File: src/hw/rtl/ptc_pkg.sv
// shared types and constants for the pressure/temperature compensator
package ptc_pkg;

  typedef struct packed {
    logic        kind;
    logic [19:0] raw_value;
  } ptc_in_t;

  typedef struct packed {
    logic               result_kind;
    logic signed [31:0] temperature_centi;
    logic [31:0]        pressure_q24_8;
    logic               divide_by_zero;
  } ptc_out_t;

  typedef struct packed {
    logic        start;
    logic [63:0] a;
    logic [63:0] b;
  } ptc_op_req_t;

  localparam logic [1:0] REG_TEMP    = 2'd0;
  localparam logic [1:0] REG_PRESS_A = 2'd1;
  localparam logic [1:0] REG_PRESS_B = 2'd2;
  localparam logic [1:0] REG_PRESS_9 = 2'd3;

  localparam logic KIND_TEMP  = 1'b0;
  localparam logic KIND_PRESS = 1'b1;

  localparam logic [63:0] T_FINE_OFFSET = 64'd128000;
  localparam logic [63:0] P_FULL_SCALE  = 64'd1048576;
  localparam logic [63:0] P_SCALE       = 64'd3125;
  localparam logic [31:0] T_SCALE       = 32'd5;
  localparam logic [31:0] T_ROUND       = 32'd128;

  function automatic logic [63:0] sx16(input logic [15:0] v);
    return {{48{v[15]}}, v};
  endfunction

  function automatic logic [63:0] sx32(input logic [31:0] v);
    return {{32{v[31]}}, v};
  endfunction

endpackage

File: src/hw/rtl/ptc_mul.sv
// 64x64 multiplier, low 64 bits of product, one 32x32 partial product per cycle
module ptc_mul (
  input  logic                 clk,
  input  logic                 rst_n,
  input  ptc_pkg::ptc_op_req_t req,
  output logic                 done,
  output logic [63:0]          product
);

  logic [63:0] a_r, b_r, acc_r, acc_nxt;
  logic [1:0]  phase_r, phase_nxt;
  logic        busy_r, busy_nxt, done_r, done_nxt;
  logic [31:0] op_x, op_y;
  logic [63:0] pp;

  always_comb begin
    case (phase_r)
      2'd0: begin
        op_x = a_r[31:0];
        op_y = b_r[31:0];
      end
      2'd1: begin
        op_x = a_r[31:0];
        op_y = b_r[63:32];
      end
      default: begin
        op_x = a_r[63:32];
        op_y = b_r[31:0];
      end
    endcase
  end

  assign pp = {32'd0, op_x} * {32'd0, op_y};

  always_comb begin
    acc_nxt   = acc_r;
    phase_nxt = phase_r;
    busy_nxt  = busy_r;
    done_nxt  = 1'b0;
    if (req.start) begin
      busy_nxt  = 1'b1;
      phase_nxt = 2'd0;
    end else if (busy_r) begin
      if (phase_r == 2'd0) begin
        acc_nxt = pp;
      end else begin
        acc_nxt = acc_r + {pp[31:0], 32'd0};
      end
      phase_nxt = phase_r + 2'd1;
      if (phase_r == 2'd2) begin
        busy_nxt = 1'b0;
        done_nxt = 1'b1;
      end
    end
  end

  always_ff @(posedge clk) begin
    if (!rst_n) begin
      busy_r  <= 1'b0;
      done_r  <= 1'b0;
      phase_r <= 2'd0;
    end else begin
      busy_r  <= busy_nxt;
      done_r  <= done_nxt;
      phase_r <= phase_nxt;
    end
    acc_r <= acc_nxt;
    if (req.start) begin
      a_r <= req.a;
      b_r <= req.b;
    end
  end

  assign done    = done_r;
  assign product = acc_r;

endmodule

File: config.mk
export PLATFORM = sky130hd
export DESIGN_NAME = ptc_mul
export DESIGN_NICKNAME = d
export VERILOG_FILES = /design/src/hw/rtl/ptc_pkg.sv /design/src/hw/rtl/ptc_mul.sv
export SDC_FILE = /design/constraint.sdc
export NUM_CORES = 2
export LEC_CHECK = 0
export BUFFER_PORTS_ARGS = -buffer_cell sky130_fd_sc_hd__buf_2
export CAP_MARGIN = 20
export CORE_MARGIN = 1.5
export CORE_UTILIZATION = 60
export DETAILED_ROUTE_END_ITERATION = 8
export HOLD_SLACK_MARGIN = 0.02
export PLACE_DENSITY = 0.75
export SETUP_SLACK_MARGIN = 0.15
export SLEW_MARGIN = 40
export SYNTH_ARGS = -nofsm -noshare
export SYNTH_HDL_FRONTEND = slang
export SYNTH_SLANG_ARGS = --single-unit
File: constraint.sdc
create_clock -name clk -period 12.15 [get_ports clk]
set_input_delay 0.6075 -clock clk [delete_from_list [all_inputs] [get_ports clk]]
set_output_delay 0.6075 -clock clk [all_outputs]
set_load 0.005 [all_outputs]
==> impl_metrics.py <==
metrics = {
    "worst_setup_path": {
        "cp-end-kind": "flop",
        "critPathMaxStageDelay_ns": 0.60,
        "worstReg2RegStart": "phase_r[1]",
        "worst_r2r_path_depth": 36,
        "r2r_slack_ns": 1.21,
        "crit_fanout": 29,
        "critPathLaunchType": "flop",
        "slowest_stage": "nor2_4",
        "r2r-end": "product[63]",
        "crit_type": "reg -> reg",
        "required_ns": 12.40,
        "worst_path_most_repeated_cell": "fa_1",
        "arrival_ns": 11.20,
    },
    "logic_synthesis": {
        "synth_top_family_by_area": "adder cells",
        "synth_compound_area_share_pct": 4.97,
        "yosys.area_share.simple_pct": 13.2,
        "synth.distinct_cells": 77,
        "yosys_most_used_dff": "edfxtp_1",
        "syn-num-nets": 5637,
        "yosys_warnings": 0,
        "synth.yosys.seq_area_share_pct": 14.2,
        "synth_xor_xnor_area_share_pct": 1.82,
        "synth_area_per_cell_um2": 9.54,
        "netlist_area_um2": 41100,
        "synthAdderAreaFrac_pct": 52.8,
        "async_flop_share_pct": 0,
        "syn_inst": 4310,
        "ys_seq_elements": 196,
        "synth_edf_count": 192,
        "muxShareOfSynthArea_pct": 3.16,
    },
    "clock_network": {
        "clockBufferDepth": 2,
        "cts_resized": 0,
        "ctsHtreeMaxLevel": 4,
        "cts_tree": "built",
        "clk_latency_ns": 0.52,
        "cts_root_buf": "clkbuf_16",
        "cts.sink_count": 196,
        "cts_made_buffers": 17,
        "post_cts_buffers": 0,
        "ctsHoldBuffers": 0,
        "clkSlewWorstSetupHoldPaths_ns": 0.09,
    },
    "sta": {
        "worst_pin_slew_ns": 0.887,
        "slew_headroom_pct": 40.9,
        "final-hold-violation-count": 0,
        "finalSetupViolCount": 0,
        "period_minus_slack_ns": 10.94,
        "fmax_mhz": 91.4,
        "rsz0062_at_grt": "no",
        "tns_ns": 0,
        "drv_slew": 0,
        "finClkSkew_ns": 0.0326,
        "layout_worst_path_cycle_share_pct": 90.1,
    },
    "finish": {
        "nets": 5723,
        "drive_gt1_share_pct": 9.48,
        "area_growth_pct": 6.35,
    },
    "route": {
        "top_layer": "met5",
        "met3_wirelength_um": 15500,
        "viasPerCell": 5.94,
        "drt-met1-wl_um": 47400,
        "first_iter_violations": 2965,
        "wl_per_cell_um": 23.9,
        "wirelength_um": 126000,
        "dr.pass1.iters": 6,
        "drc_errors": 0,
        "dr_wl_met2_um": 55600,
        "vias": 31377,
        "drtAntennaViolNets": 0,
    },
    "global_routing": {
        "grt_pass1_wl_um": 193000,
        "grt_remaining_overflow": 0,
        "antenna_found_initial": 4,
        "grt_max_degree": 80,
        "grt_usage_pct": 37.4,
        "first_global_vias": 32707,
    },
    "floorplanning": {
        "rows": 95,
        "start_util_pct": 60.9,
        "die_y_um": 265,
        "coreArea_um2": 67500,
        "ios": 196,
        "die_w_um": 265,
        "die_area_um2": 70100,
    },
    "job": {
        "drv_cap": 0,
    },
    "min_path": {
        "worstHoldPathCells": 1,
        "min_path_type": "in -> reg",
        "hp-start": "req[54]",
        "hold_end": "b_r[54]",
    },
    "place": {
        "place.gp.congestion": 1.02,
        "port_buffers": 195,
        "hpwl_um": 104000,
    },
    "run_status": {
        "outcome": "finished clean",
    },
}
## cells in the mapped netlist, drive strengths merged, types with 32 or more instances
cell / number / area share [%]
inv: 877 / 8.0
a21o: 43 / 0.78
buf: 32 / 0.39
mux2i: 59 / 1.4
nor2: 431 / 3.9
ha: 299 / 9.1
xnor2: 59 / 1.3
clkbuf: 167 / 1.5
nand2: 727 / 6.6
and2: 51 / 0.78
a21oi: 114 / 1.4
edfxtp: 192 / 14
o21ai: 61 / 0.77
fa: 897 / 44
mux2: 63 / 1.7
## layout make-up
type	count	area, um^2
Antenna cell	3	7.51
Clock buffer	17	425
Clock inverter	15	180
Fill cell	5428	23800
Inverter	877	3290
Multi-Input combinational cell	3038	31400
Sequential cell	196	5850
Tap cell	873	1090
Timing Repair Buffer	266	1520
## per-layer routing
| metal | global-route usage [%] | up-vias |
|---|---|---|
| met2 | 56.1 | 1931 |
| met3 | 11.7 | 372 |
| met1 | 49.0 | 15844 |
| met5 | 0 | - |
| met4 | 19.5 | 4 |
| li1 | - | 13226 |
## registers in the layout, summed over array words and instances (netlist names)
register	count
a_r	64
b_r	64
busy_r	1
done	1
phase_r	2
product	64
## worst max-delay path: cells and delay by family, from the launching register on
family | cells | cell delay, ns
XOR/XNOR | 2 | 0.68
multiplexers | 2 | 0.32
buffers and inverters | 7 | 1.04
adder cells (fa/ha/maj) | 11 | 5.27
flip-flops | 1 | 0.37
AND/OR/NAND/NOR | 9 | 1.96
AO/OA/AOI/OAI | 5 | 1.03
## cells in the final DEF (no fill, tap or decap), types with 6 or more instances in the layout
cell type  Yosys  routed
mux2i_2        0      11
fa_1         897     897
o21ai_1       14      14
a211oi_1      10      10
o21a_1         9       9
a21oi_1      111     111
edfxtp_1     192     192
ha_1         299     297
nand3_1       20      20
and3_1         6       6
a21o_1        43      43
a31oi_1        8       8
mux2i_1       59      40
xor2_1        24      24
xnor2_1       59      59
mux2i_4        0       8
buf_2         18     194
buf_4          3      70
nor2_1       431     430
and2_1        50      50
clkbuf_16      0      17
nor3_1        13      13
nand2_1      726     726
o21bai_1      14      14
o21ai_0       44      44
inv_1        877     877
mux2_2        63      62
nor2b_1       16      15
nand2b_1      14      14
nand4_1       23      23
## stage by stage
stage	hold WS [ns]	utilization, %	instances	worst slack, ns	cell area (um^2)
after floorplan	0.487	-	4310	2.34	41100
after global placement	0.509	63.8	5249	1.47	43000
after detailed placement	0.537	63.8	5249	1.23	43100
after CTS	0.244	64.7	5281	1.20	43700
after global routing	0.255	64.8	5282	0.732	43700
final	0.255	64.8	5285	1.21	43700
## cell families after synthesis
group,Yosys count
adders and majority gates,1196
buffers and inverters,1076
DFF,196
AOI/OAI and AO/OA,309
xor gates and xnor gates,84
muxes,122
and+or+nand+nor,1327
## worst max-delay path by stage
stage	from	endpoint	slack, ns	depth (start not counted)
finish	phase_r[1]	product[63]	1.21	36
global route	phase_r[1]	product[61]	0.73	38
CTS	phase_r[1]	product[61]	1.20	38
detailed placement	phase_r[1]	product[63]	1.23	32
global placement	phase_r[1]	product[63]	1.47	34
floorplan	phase_r[1]	product[61]	2.34	40
Power is left out: the tool's default activity adds up to more than one toggle a clock period on the data nets, which glitch-free logic cannot reach.
